`src/hdl/ops_sqrt_cell.sv`:
```
`timescale 1ns / 1ps
// ----------------------------------------------------------------------------
// ops_sqrt_cell
// One root bit of a pipelined floor square root; hands state to the next cell.
// ----------------------------------------------------------------------------
module ops_sqrt_cell #(
    parameter int RW  = 16,
    parameter int SBW = 8
) (
    input  logic            i_clk,
    input  logic            i_rst_n,
    input  logic            i_vld,
    input  logic [2*RW-1:0] i_rad,
    input  logic [RW+1:0]   i_rem,
    input  logic [RW-1:0]   i_root,
    input  logic [SBW-1:0]  i_sb,
    output logic            o_vld,
    output logic [2*RW-1:0] o_rad,
    output logic [RW+1:0]   o_rem,
    output logic [RW-1:0]   o_root,
    output logic [SBW-1:0]  o_sb
);

    logic            r_vld;
    logic [2*RW-1:0] r_rad, n_rad;
    logic [RW+1:0]   r_rem, n_rem;
    logic [RW-1:0]   r_root, n_root;
    logic [SBW-1:0]  r_sb;
    logic [RW+3:0]   w_cat;
    logic [RW+3:0]   w_trial;

    always_comb begin
        // bring down the next two radicand bits, test root*4+1
        w_cat   = {i_rem, i_rad[2*RW-1 -: 2]};
        w_trial = {2'b00, i_root, 2'b01};
        n_rad   = {i_rad[2*RW-3:0], 2'b00};
        if (w_cat >= w_trial) begin
            n_rem  = (RW+2)'(w_cat - w_trial);
            n_root = {i_root[RW-2:0], 1'b1};
        end else begin
            n_rem  = w_cat[RW+1:0];
            n_root = {i_root[RW-2:0], 1'b0};
        end
    end

    always_ff @(posedge i_clk) begin
        if (!i_rst_n) begin
            r_vld <= 1'b0;
        end else begin
            r_vld <= i_vld;
        end
    end

    always_ff @(posedge i_clk) begin
        r_rad  <= n_rad;
        r_rem  <= n_rem;
        r_root <= n_root;
        r_sb   <= i_sb;
    end

    assign o_vld  = r_vld;
    assign o_rad  = r_rad;
    assign o_rem  = r_rem;
    assign o_root = r_root;
    assign o_sb   = r_sb;

endmodule

```
`config.mk`:
```
export PLATFORM = sky130hd
export DESIGN_NAME = ops_sqrt_cell
export DESIGN_NICKNAME = d
export VERILOG_FILES = /design/src/hdl/ops_sqrt_cell.sv
export SDC_FILE = /design/constraint.sdc
export NUM_CORES = 1
export LEC_CHECK = 0
export BUFFER_PORTS_ARGS = -buffer_cell sky130_fd_sc_hd__buf_4
export CORE_MARGIN = 10
export CORE_UTILIZATION = 45
export CTS_BUF_LIST = sky130_fd_sc_hd__clkbuf_4
export CTS_CLUSTER_DIAMETER = 150
export DETAILED_ROUTE_END_ITERATION = 10
export PLACE_DENSITY = 0.9
export SLEW_MARGIN = 20
export SYNTH_ARGS = -nofsm -noshare
export SYNTH_HDL_FRONTEND = slang
export SYNTH_SLANG_ARGS = --single-unit
export TNS_END_PERCENT = 100
```
`constraint.sdc`:
```
create_clock -name i_clk -period 2.9 [get_ports i_clk]
set_input_delay 0.58 -clock i_clk [delete_from_list [all_inputs] [get_ports i_clk]]
set_output_delay 0.58 -clock i_clk [all_outputs]
set_load 0.01 [all_outputs]
```
==> run summary <==
No sink is reached through more buffers than the 2 on the longest clock path. The via count of the first global-routing pass was 2266. The routed layout has 2182 vias. The cell area after layout came out at 3990 um^2. The required time of the worst setup path is 3.21 ns. The internal cell power is 1620 uW. Clock tree synthesis selected as its root buffer the cell sky130_fd_sc_hd__clkbuf_4. By area the synthesized netlist is led by sky130_fd_sc_hd__dfxtp_1 55%, sky130_fd_sc_hd__ha_1 8.5%, sky130_fd_sc_hd__xnor2_1 4.3%. The final setup TNS is 0 ns. The number of input and output port buffers inserted is 149.

In this run, synthesis produced a sequential element count of 73. The H-tree level count came out at 3. STA classifies the critical path startpoint as a primary input. The layout cell share with drive strength beyond 1 came out at 50.4%. The I/O pin total is 152. The startpoint-to-endpoint class of the critical path is in2reg.

The number of antenna violations at the first check in global routing is 0. The ratio of total power to cell area is 565 nW/um^2. The count of warnings emitted by yosys came out at 0. The max-capacitance violation count came out at 0.

The placed wire-length estimate is 6110 um. The clock transition at the registers of the reported paths came out at 0.13 ns. The count of pins over their slew limit is 0. Among the stages of the critical path, the cell type that occurs most often is sky130_fd_sc_hd__buf_4. The repair_antennas step left the layout with diodes totalling 0.

The arrival time of data at the critical path endpoint is 2.55 ns. The multi-input gate area in the final layout is 1090 um^2. The commonest cells after synthesis are 73 x sky130_fd_sc_hd__dfxtp_1, 19 x sky130_fd_sc_hd__inv_1, 18 x sky130_fd_sc_hd__ha_1. The number of remaining DRC errors is 0.

STA classifies the critical path endpoint as a register. The class of the tightest hold or removal check is in2reg. The post-detailed-route via-to-cell ratio came out at 4.71. TritonCTS built the clock tree. For this design, the sink count on the clock tree is 73. The number of buffers inserted by post-CTS setup repair came out at 0. The flow ran to the end, and the final reports show no timing, DRC or antenna violations.

The area of the die is 9400 um^2. The largest individual stage delay along the critical path comes from the cell sky130_fd_sc_hd__ha_1. The fraction of power spent switching nets is 28.3%. The reported leakage power came out at 0.00197 uW. The total number of placement rows came out at 27.

Summed over all instances, the cell type with the most area after synthesis is sky130_fd_sc_hd__dfxtp_1. The worst-case IR drop observed on VDD is 0.382 mV. The vertical extent of the die is 96.9 um. At the end of routability-driven placement, the weighted congestion stood at 0.845. The maximum frequency from static timing analysis is 446 MHz.

The count of flip-flops with a built-in enable after synthesis came out at 0. After detailed routing, the average wire length per cell comes to 15.9 um. The floorplan step set the die width to 96.9 um. The number of design-rule violations left by the first detailed-router iteration is 70.

The signal on the critical path passes through buf_4, ha_1, a21o_1, o21bai_1, a311oi_2, nor2b_2, o21ai_4, buf_4, mux2_4. In the synthesized netlist, the number of instances is 225. The dominant register cell in the synthesized netlist is sky130_fd_sc_hd__dfxtp_1. The aggregate global-route resource usage came out at 14.7%. The number of resized instances in the post-cts repair step is 0. The fraction of registers with async set or reset after synthesis came out at 0%.

The post-cts hold buffer count is 0. The largest single stage delay on the critical path is 0.36 ns. The net switching power figure is 637 uW. The post-route clock period utilization came out at 77.4%. The number of nets with antenna violations after detailed routing came out at 0. The first detailed-routing pass ran for 4 iterations. The number of nets in the finished design came out at 481. Setup repair after global routing left no endpoint under its margin.

Yosys instantiated no cell more often than sky130_fd_sc_hd__dfxtp_1. The area share of the leading cell type in the synthesized netlist is 54.9%. Entering global routing, the biggest net connects 14 pins. The number of fill cells in the layout is 441. The remaining global-route overflow is 0. Of all nets on the critical path, the largest fanout is 8.

The sequential fraction of design power is 49.9%. The area growth from synthesis to layout is 49.6%. The time the worst path needs with I/O delays and setup came out at 2.24 ns.

The portion of total power attributed to the clock network came out at 24.2%. The wire length of the first global-routing pass is 11400 um. Each instance of the synthesized netlist takes up on average 11.8 um^2.

The total wire length after detailed routing came out at 7340 um. The total placed instance area came out at 3870 um^2. The total standard cell area after synthesis is 2660 um^2. The hold violation total from the final report is 0.

The sequential cells in the finished layout cover a total of 1460 um^2. Clock tree synthesis inserted a total of 9 buffers. Combinational logic burns 26.0% of the power. For this run, the register share of the synthesized area comes to 54.9%. The starting density of the core is 47.2%. In this run, distinct cell masters in the synthesized netlist total 45.

The placeable core region came out at 5640 um^2. The number of failing setup endpoints in the final timing report came out at 0.
-- logic make-up (layout without fill, tap and decap cells) --
kind of cell             count (synthesis)  count (layout)  share of synthesized area, %
AO/OA/AOI/OAI                           40              40                          12.0
adder cells (fa/ha/maj)                 18              18                          8.45
other                                    1               2                         0.141
buffers and inverters                   24             189                          4.37
AND/OR/NAND/NOR                         35              35                          6.48
XOR/XNOR                                17              17                          5.59
flip-flops                              73              73                          54.9
multiplexers                            17              17                          8.13
-- stage by stage --
stage	power, uW	hold slack [ns]	util (%)	setup WS, ns	cells
final	2250	0.248	70.7	0.656	463
after global routing	2380	0.219	70.7	0.534	463
after CTS	2280	0.222	70.7	0.673	463
after detailed placement	1740	0.686	68.6	0.216	447
after global placement	1720	0.685	68.6	0.322	447
after floorplan	1450	0.608	-	0.427	226
-- power by group through the flow --
stage          registers (uW)  logic [uW]  clock network (uW)
3_3_place_gp             1150         573                   0
2_1_floorplan            1200         251                   0
5_1_grt                  1130         634                 606
3_5_place_dp             1150         587                   0
4_1_cts                  1130         592                 565
6_report                 1120         585                 544
-- routing by layer --
| layer | vias to the layer above | part of all wire [%] | global-route usage (%) |
|---|---|---|---|
| met4 | 0 | 1.3 | 5.98 |
| met1 | 972 | 40 | 15.7 |
| met3 | 11 | 11 | 7.31 |
| li1 | 1089 | - | - |
| met5 | - | 0 | 0 |
| met2 | 110 | 48 | 24.2 |
-- final cells by class --
class / count / share of cell area (%)
Timing Repair Buffer: 154 / 29.0
Inverter: 19 / 1.79
Clock buffer: 10 / 1.88
Tap cell: 72 / 2.26
Sequential cell: 73 / 36.7
Multi-Input combinational cell: 129 / 27.3
Clock inverter: 6 / 1.07
-- registers in the layout (all words and copies together) (netlist names) --
register,count
o_rad,30
o_vld,1
o_root,16
o_sb,8
o_rem,18
-- layout by cell type (no fill, tap or decap), types with 2 or more instances in the layout --
| cell type | Yosys | layout |
|---|---|---|
| sky130_fd_sc_hd__and3_1 | 2 | 2 |
| sky130_fd_sc_hd__o21ai_0 | 3 | 3 |
| sky130_fd_sc_hd__nand4_1 | 2 | 2 |
| sky130_fd_sc_hd__conb_1 | 1 | 2 |
| sky130_fd_sc_hd__nand2b_1 | 2 | 2 |
| sky130_fd_sc_hd__xor2_1 | 4 | 4 |
| sky130_fd_sc_hd__inv_1 | 19 | 19 |
| sky130_fd_sc_hd__nand3_1 | 2 | 2 |
| sky130_fd_sc_hd__dfxtp_1 | 73 | 73 |
| sky130_fd_sc_hd__nand2_1 | 10 | 10 |
| sky130_fd_sc_hd__ha_1 | 18 | 18 |
| sky130_fd_sc_hd__mux2_2 | 9 | 9 |
| sky130_fd_sc_hd__o21ai_1 | 3 | 3 |
| sky130_fd_sc_hd__a31oi_1 | 2 | 2 |
| sky130_fd_sc_hd__o21a_1 | 3 | 3 |
| sky130_fd_sc_hd__a21oi_2 | 2 | 2 |
| sky130_fd_sc_hd__a211oi_2 | 2 | 2 |
| sky130_fd_sc_hd__clkinvlp_4 | 0 | 2 |
| sky130_fd_sc_hd__o21bai_1 | 2 | 2 |
| sky130_fd_sc_hd__nor3_1 | 2 | 2 |
| sky130_fd_sc_hd__mux2_4 | 7 | 7 |
| sky130_fd_sc_hd__clkinv_2 | 0 | 2 |
| sky130_fd_sc_hd__nor2_1 | 10 | 10 |
| sky130_fd_sc_hd__a21oi_1 | 10 | 10 |
| sky130_fd_sc_hd__buf_4 | 2 | 154 |
| sky130_fd_sc_hd__xnor2_1 | 13 | 13 |
| sky130_fd_sc_hd__clkbuf_4 | 0 | 10 |
-- worst paths after layout --
path | start | endpoint | slack, ns | cells after the start
worst max-delay path | i_rem[9] | o_rem[16]$_DFF_P_ | 0.66 | 9
worst min-delay path | i_sb[0] | o_sb[0]$_DFF_P_ | 0.25 | 1
-- critical path: cells and delay by family --
kind	cells	cell delay (ns)
compound gates	4	0.76
fa+ha+maj	1	0.36
buf+inv	2	0.32
mux	1	0.30
simple gates	1	0.24
Power figures use the tool's default switching activity.
