--- src/hdl/ops_div_cell.sv ---
`timescale 1ns / 1ps
// ----------------------------------------------------------------------------
// ops_div_cell
// One quotient bit of two restoring divisions sharing one divisor.
// ----------------------------------------------------------------------------
module ops_div_cell #(
    parameter int NW  = 28,
    parameter int DW  = 16,
    parameter int SBW = 8
) (
    input  logic           i_clk,
    input  logic           i_rst_n,
    input  logic           i_vld,
    input  logic [DW-1:0]  i_den,
    input  logic [NW-1:0]  i_num_a,
    input  logic [DW-1:0]  i_rem_a,
    input  logic [NW-1:0]  i_num_b,
    input  logic [DW-1:0]  i_rem_b,
    input  logic [SBW-1:0] i_sb,
    output logic           o_vld,
    output logic [DW-1:0]  o_den,
    output logic [NW-1:0]  o_num_a,
    output logic [DW-1:0]  o_rem_a,
    output logic [NW-1:0]  o_num_b,
    output logic [DW-1:0]  o_rem_b,
    output logic [SBW-1:0] o_sb
);

    logic           r_vld;
    logic [DW-1:0]  r_den;
    logic [NW-1:0]  r_num_a, n_num_a, r_num_b, n_num_b;
    logic [DW-1:0]  r_rem_a, n_rem_a, r_rem_b, n_rem_b;
    logic [SBW-1:0] r_sb;
    logic [DW:0]    w_cat_a, w_cat_b;
    logic           w_ge_a, w_ge_b;

    always_comb begin
        // shift in the next dividend bit, subtract when it fits
        w_cat_a = {i_rem_a, i_num_a[NW-1]};
        w_cat_b = {i_rem_b, i_num_b[NW-1]};
        w_ge_a  = w_cat_a >= {1'b0, i_den};
        w_ge_b  = w_cat_b >= {1'b0, i_den};
        n_rem_a = w_ge_a ? DW'(w_cat_a - {1'b0, i_den}) : w_cat_a[DW-1:0];
        n_rem_b = w_ge_b ? DW'(w_cat_b - {1'b0, i_den}) : w_cat_b[DW-1:0];
        n_num_a = {i_num_a[NW-2:0], w_ge_a};
        n_num_b = {i_num_b[NW-2:0], w_ge_b};
    end

    always_ff @(posedge i_clk) begin
        if (!i_rst_n) begin
            r_vld <= 1'b0;
        end else begin
            r_vld <= i_vld;
        end
    end

    always_ff @(posedge i_clk) begin
        r_den   <= i_den;
        r_num_a <= n_num_a;
        r_rem_a <= n_rem_a;
        r_num_b <= n_num_b;
        r_rem_b <= n_rem_b;
        r_sb    <= i_sb;
    end

    assign o_vld   = r_vld;
    assign o_den   = r_den;
    assign o_num_a = r_num_a;
    assign o_rem_a = r_rem_a;
    assign o_num_b = r_num_b;
    assign o_rem_b = r_rem_b;
    assign o_sb    = r_sb;

endmodule

--- config.mk ---
export PLATFORM = sky130hd
export DESIGN_NAME = ops_div_cell
export DESIGN_NICKNAME = d
export VERILOG_FILES = /design/src/hdl/ops_div_cell.sv
export SDC_FILE = /design/constraint.sdc
export NUM_CORES = 1
export LEC_CHECK = 0
export BUFFER_PORTS_ARGS = -buffer_cell sky130_fd_sc_hd__clkbuf_2
export CAP_MARGIN = 20
export CORE_ASPECT_RATIO = 0.5
export CORE_MARGIN = 4
export CORE_UTILIZATION = 45
export CTS_CLUSTER_SIZE = 24
export DETAILED_ROUTE_END_ITERATION = 7
export GPL_TIMING_DRIVEN = 0
export HOLD_SLACK_MARGIN = 0.05
export PLACE_DENSITY = 0.8
export SLEW_MARGIN = 20
export SYNTH_ARGS = -nofsm -noshare
export SYNTH_HDL_FRONTEND = slang
export SYNTH_SLANG_ARGS = --single-unit
--- constraint.sdc ---
create_clock -name i_clk -period 3.3 [get_ports i_clk]
set_clock_uncertainty 0.05 [all_clocks]
set_input_delay 0.66 -clock i_clk [delete_from_list [all_inputs] [get_ports i_clk]]
set_output_delay 0.66 -clock i_clk [all_outputs]
set_load 0.1 [all_outputs]
==> results_dict.tcl, run 1 <==
set metrics [dict create \
    required_ns 3.54 \
    postCtsHoldBufs 0 \
    finalMaxSlewViolations 0 \
    drtAntennaViolNets 0 \
    initial_core_util 0.4677 \
    outcome "complete, no violations" \
    wirelength_um 12920 \
    critPathTopFamily "simple AND/OR/NAND/NOR gates" \
    slew_headroom 0.6205 \
    path_cells "clkbuf_2 -> ha_1 -> fa_1 -> nor2b_1 -> o31ai_2 -> a21oi_1 -> a211oi_1 -> or4_1 -> mux2_2" \
    fp.coreArea_um2 9540 \
    netlist_area_um2 4462 \
    floorplan.die_area_um2 11670 \
    io_buffers 227 \
    die_width_um 148.8 \
    number_of_antenna_violations_at_the_first_check_in_global_routing 0 \
    fillerInstances 783 \
    ctsHtreeMaxLevel 4 \
    n_antenna_cell 0 \
    setup-tns-final_ns 0 \
    setup.worst_path.start_class "primary input" \
    fin_nets 814 \
    critPathMaxStageDelay_ns 0.51 \
    placement.setup.worst_slack_ns 0.09189 \
    power-per-cell-area_nw_per_um2 801.0 \
    critPathKind "primary input to flop" \
    finalNonFillerCells 813 \
    synth-warning-count 0 \
    critPathSlowestCell "sky130_fd_sc_hd__or4_1" \
    maximum_fanout_count_along_the_critical_path 4 \
    worst_hold_path_type "primary input to flop" \
    max-clock-path-buffers 2 \
    die_y_um 78.41 \
    netlist.area_leader.share 0.5070 \
    drtPass1Iterations 5 \
    routed_wire_length_per_instance_um 15.89 \
    num_io_pins 228 \
    max-cap-violations 0 \
    initialDrtViolationCount 173 \
    max_vdd_drop_uv 375.3 \
    std_cell_rows 25 \
    post_synth.cell_area_avg_um2 10.65 \
    synth_edf_count 0 \
    cts_root_buffer "sky130_fd_sc_hd__clkbuf_16" \
    rsz0062_at_grt "false" \
    clkSlewWorstSetupHoldPaths_ns 0.06 \
    post-cts-setup-buffer-count 0 \
    cts-buffers-inserted 17 \
    synth_top_cells_by_count "113 x sky130_fd_sc_hd__dfxtp_1, 32 x sky130_fd_sc_hd__ha_1, 29 x sky130_fd_sc_hd__a21oi_1" \
    dp_hpwl_um 10460 \
    first_pass_grt_wire_length_um 20390 \
    post-route-period-util 0.8569 \
    cp-end-kind "flop" \
    clock_sinks 113 \
    synth_top_area_cell "sky130_fd_sc_hd__dfxtp_1" \
    yosys_register_bits 113 \
    drt-vias-per-instance 4.991 \
    global_route.overflow_total 0 \
    post-synth-top-count-cell "sky130_fd_sc_hd__dfxtp_1" \
    sequential_fraction_of_the_synthesis_area 0.5070 \
    final-hold-violation-count 0 \
    synthToLayoutAreaGrowth_pct 43.07 \
    synthesized_net_count 568 \
    numPlacedInstances 781 \
    tightest_slew_ns 0.5717 \
    grtUsageTotal 0.2215 \
    fin_ws_ns 0.4723 \
    arrival_ns 3.07 \
    vias 4058 \
    cts_resized 0 \
    critPathBufInv 1 \
    synthDistinctLibCells 58 \
    routabilityCongestion 0.8827 \
    shortest_clock_period_the_worst_path_allows_after_layout_ns 2.828 \
    first_global_vias 4108 \
    fraction_of_final_layout_cells_sized_beyond_drive_strength_1 0.4440 \
    drcViolationCount 0 \
    synthFlopType "sky130_fd_sc_hd__dfxtp_1" \
    achievable_clock_frequency_ghz 0.3536 \
    asyncSetResetFlopFracSynth 0 \
    pin_count_of_the_biggest_net_entering_global_routing 17 \
    synthesis.instances 419 \
    cts_tree "built" \
    synth_area_leaders "sky130_fd_sc_hd__dfxtp_1 51%, sky130_fd_sc_hd__ha_1 9.0%, sky130_fd_sc_hd__mux2_2 4.5%" \
    setup_viol 0 \
    power.static_leakage_nw 3.217 \
]
logic make-up after synthesis:
family | count (synthesis) | share of synthesized area
flops | 113 | 0.5070
compound gates | 95 | 0.1399
simple gates | 95 | 0.1094
buf+inv | 37 | 0.03954
fa+ha+maj | 34 | 0.09871
mux | 26 | 0.06814
xor+xnor | 19 | 0.03730
metrics by stage:
step                      cell area [um^2]  power [W]  hold slack [ns]    util
after floorplan                       4462   0.002938           0.6377       -
after global placement                5767   0.003225           0.7128  0.6045
after detailed placement              5767   0.003242           0.7139  0.6045
after CTS                             6384   0.005147           0.2875  0.6691
after global routing                  6384   0.005300           0.2855  0.6691
final                                 6384   0.005113           0.3022  0.6691
area by class of cell:
| class | instances | area, um^2 | area share |
|---|---|---|---|
| sequential | 113 | 2262 | 0.3544 |
| inverter | 29 | 110.1 | 0.01725 |
| tap | 135 | 168.9 | 0.02646 |
| buffer | 8 | 66.31 | 0.01039 |
| clock inverter | 14 | 177.7 | 0.02783 |
| multi-input combinational | 269 | 2023 | 0.3169 |
| clock buffer | 18 | 439.2 | 0.06880 |
| timing repair buffer | 227 | 1136 | 0.1780 |
power breakdown:
group,internal (W),leakage [nW],switching (W)
registers,0.00150,0.953,0.0000359
logic,0.000351,1.97,0.00133
clock network,0.00122,0.290,0.000677
total,0.00307,3.22,0.00204
sequential cells by signal (all words and copies together), names as in the netlist:
| register | cells |
|---|---|
| o_den | 16 |
| o_sb | 8 |
| o_vld | 1 |
| o_rem_b | 16 |
| o_num_a | 28 |
| o_num_b | 28 |
| o_rem_a | 16 |
per-layer routing:
metal | global-route usage | vias to the layer above | share of wire
li1 | - | 1999 | -
met1 | 0.2761 | 1893 | 0.43
met2 | 0.3834 | 150 | 0.49
met3 | 0.05190 | 16 | 0.062
met4 | 0.06941 | 0 | 0.013
met5 | 0 | - | 0
worst paths after layout:
kind,startpoint,end,cells after the start
worst min-delay path,i_num_a[13],o_num_a[14]$_DFF_P_,1
worst max-delay path,i_den[0],o_rem_b[14]$_DFF_P_,9
placed cells by master, fill, tap and decap left out, drive strengths merged, types with 5 or more instances in the layout:
cell / count
clkbuf: 249
dfxtp: 113
inv: 33
ha: 32
a21oi: 29
mux2: 23
nor2: 21
nand2: 18
o21ai: 17
nor3: 13
xnor2: 13
a21o: 9
nand3: 9
o21a: 8
nor2b: 6
xor2: 6
a31oi: 6
nand4: 5
or2: 5
Note: power is estimated with default switching activity, not from simulation.
==> inputs of run 2 (changes only) <==
Settings changed: CORE_ASPECT_RATIO 0.5 to default.
==> run 2 against run 1 <==
First-iteration DRC count is 38% higher. Clock power is 2% lower. Clock-buffer cell count stayed put. Design area is 0.25% lower. Total power is 0.65% lower. Via count is 0.12% lower. Sequential share of layout area is 0.090 points higher. Critical path depth is 2 higher. Sequential power hardly changed. Final cell count is 0.37% lower.
==> results_dict.tcl, run 2 (synthesis gave the netlist of run 1 again) <==
set metrics [dict create \
    outcome "complete, no violations" \
    most-common-layout-cells "230 x sky130_fd_sc_hd__clkbuf_2, 113 x sky130_fd_sc_hd__dfxtp_1, 32 x sky130_fd_sc_hd__ha_1, 29 x sky130_fd_sc_hd__a21oi_1, 28 x sky130_fd_sc_hd__inv_1" \
    post-route-period-util 0.8559 \
    power-per-cell-area_nw_per_um2 797.8 \
    max-cap-violations 0 \
    wirelength_um 13630 \
    seqPwrFrac 0.303 \
    pin_count_of_the_biggest_net_entering_global_routing 17 \
    setup_viol 0 \
    num_io_pins 228 \
    intPower_w 0.003074 \
    fin_nets 814 \
    most_common_cell_after_layout_fill_and_taps_aside "sky130_fd_sc_hd__clkbuf_2" \
    setup.worst_path.start_class "primary input" \
    die_y_um 107.6 \
    rsz0062_at_grt "false" \
    initialDrtViolationCount 238 \
    fp.coreArea_um2 9729 \
    final-hold-violation-count 0 \
    first_global_vias 4083 \
    required_ns 3.66 \
    maximum_fanout_count_along_the_critical_path 10 \
    n_antenna_cell 0 \
    first_pass_grt_wire_length_um 20570 \
    slew_headroom 0.6157 \
    power.static_leakage_nw 3.207 \
    floorplan.die_area_um2 11570 \
    drcViolationCount 0 \
    routabilityCongestion 0.8868 \
    critPathSlowestCell "sky130_fd_sc_hd__a211oi_1" \
    ctsHtreeMaxLevel 4 \
    drtPass1Iterations 5 \
    multi_input_comb_area_um2 2023 \
    seqCellArea_um2 2262 \
    fillerInstances 768 \
    finalMaxSlewViolations 0 \
    post-cts-setup-buffer-count 0 \
    dp_hpwl_um 10890 \
    cp-end-kind "flop" \
    die_width_um 107.6 \
    path_cells "clkbuf_2 -> inv_1 -> ha_1 -> nor2b_1 -> o21bai_1 -> a211oi_1 -> nor2_1 -> o21a_2 -> clkinv_2 -> buf_6 -> mux2_2" \
    synthToLayoutAreaGrowth_pct 42.71 \
    fraction_of_final_layout_cells_sized_beyond_drive_strength_1 0.4417 \
    pwr-share-comb 0.332 \
    global_route.overflow_total 0 \
    io_buffers 227 \
    drtAntennaViolNets 0 \
    critPathBufInv 4 \
    critPathMaxStageDelay_ns 0.54 \
    cts_tree "built" \
    critPathTopFamily "compound AO/OA/AOI/OAI gates" \
    setup-tns-final_ns 0 \
    clkSlewWorstSetupHoldPaths_ns 0.06 \
    max_vdd_drop_uv 414.8 \
    final_util 0.6545 \
    routed_wire_length_per_instance_um 16.83 \
    grtUsageTotal 0.2348 \
    cts-buffers-inserted 17 \
    clockPowerShare 0.365 \
    postCtsHoldBufs 0 \
    shortest_clock_period_the_worst_path_allows_after_layout_ns 2.824 \
    critPathKind "primary input to flop" \
    initial_core_util 0.4586 \
    drt-vias-per-instance 5.004 \
    switching_part_of_the_total 0.3949 \
    worst_hold_path_type "primary input to flop" \
    arrival_ns 3.18 \
    number_of_antenna_violations_at_the_first_check_in_global_routing 0 \
    std_cell_rows 36 \
    tightest_slew_ns 0.5789 \
    clock_sinks 113 \
    achievable_clock_frequency_ghz 0.3541 \
    max-clock-path-buffers 2 \
    power_spent_charging_and_discharging_nets_w 0.002006 \
    vias 4053 \
    cts_root_buffer "sky130_fd_sc_hd__clkbuf_8" \
    cts_resized 0 \
]
## run 2: cell count changes in the layout (fill, tap and decap cells not counted)
cell,delta
sky130_fd_sc_hd__bufinv_16,+1
sky130_fd_sc_hd__clkbuf_1,+1
sky130_fd_sc_hd__clkbuf_16,-1
sky130_fd_sc_hd__clkinv_2,+1
sky130_fd_sc_hd__clkinv_4,-1
sky130_fd_sc_hd__clkinvlp_4,+1
sky130_fd_sc_hd__inv_6,-3
## run 2: layer usage
layer / vias to the layer above / routed length, um / GRT usage
li1: 1988 / - / -
met1: 1846 / 5329 / 0.2573
met2: 186 / 6777 / 0.4041
met3: 33 / 1121 / 0.08758
met4: 0 / 400 / 0.1028
met5: - / 0 / 0
## run 2: layout make-up
class                           instances  area share
Clock inverter                         13     0.02908
Inverter                               29     0.01729
Tap cell                              133     0.02613
Clock buffer                           18     0.06563
Sequential cell                       113      0.3553
Timing Repair Buffer                  227      0.1784
Multi-Input combinational cell        269      0.3177
Buffer                                  8     0.01041
## run 2: per-stage QoR
step	hold WS (ns)	cells	power [W]	worst slack [ns]	cell area, um^2
floorplan	0.6377	419	0.002938	0.5337	4462
global placement	0.7125	779	0.003229	0.08405	5764
detailed placement	0.7139	779	0.003246	-0.02032	5764
CTS	0.1566	810	0.005115	0.5198	6367
global route	0.1566	810	0.005256	0.3758	6367
finish	0.1855	810	0.005080	0.4756	6367
## run 2: power groups by stage
stage | clock network (W) | logic, W | registers, W
global placement | 0 | 0.00166 | 0.00157
global route | 0.00195 | 0.00176 | 0.00155
finish | 0.00185 | 0.00169 | 0.00154
detailed placement | 0 | 0.00168 | 0.00157
floorplan | 0 | 0.000378 | 0.00256
CTS | 0.00188 | 0.00169 | 0.00154
## run 2: path summary, 6_finish.rpt
path,slack (ns),cells past startpoint,to,from
min,0.19,1,o_num_a[7]$_DFF_P_,i_num_a[6]
max,0.48,11,o_rem_b[9]$_DFF_P_,i_den[1]
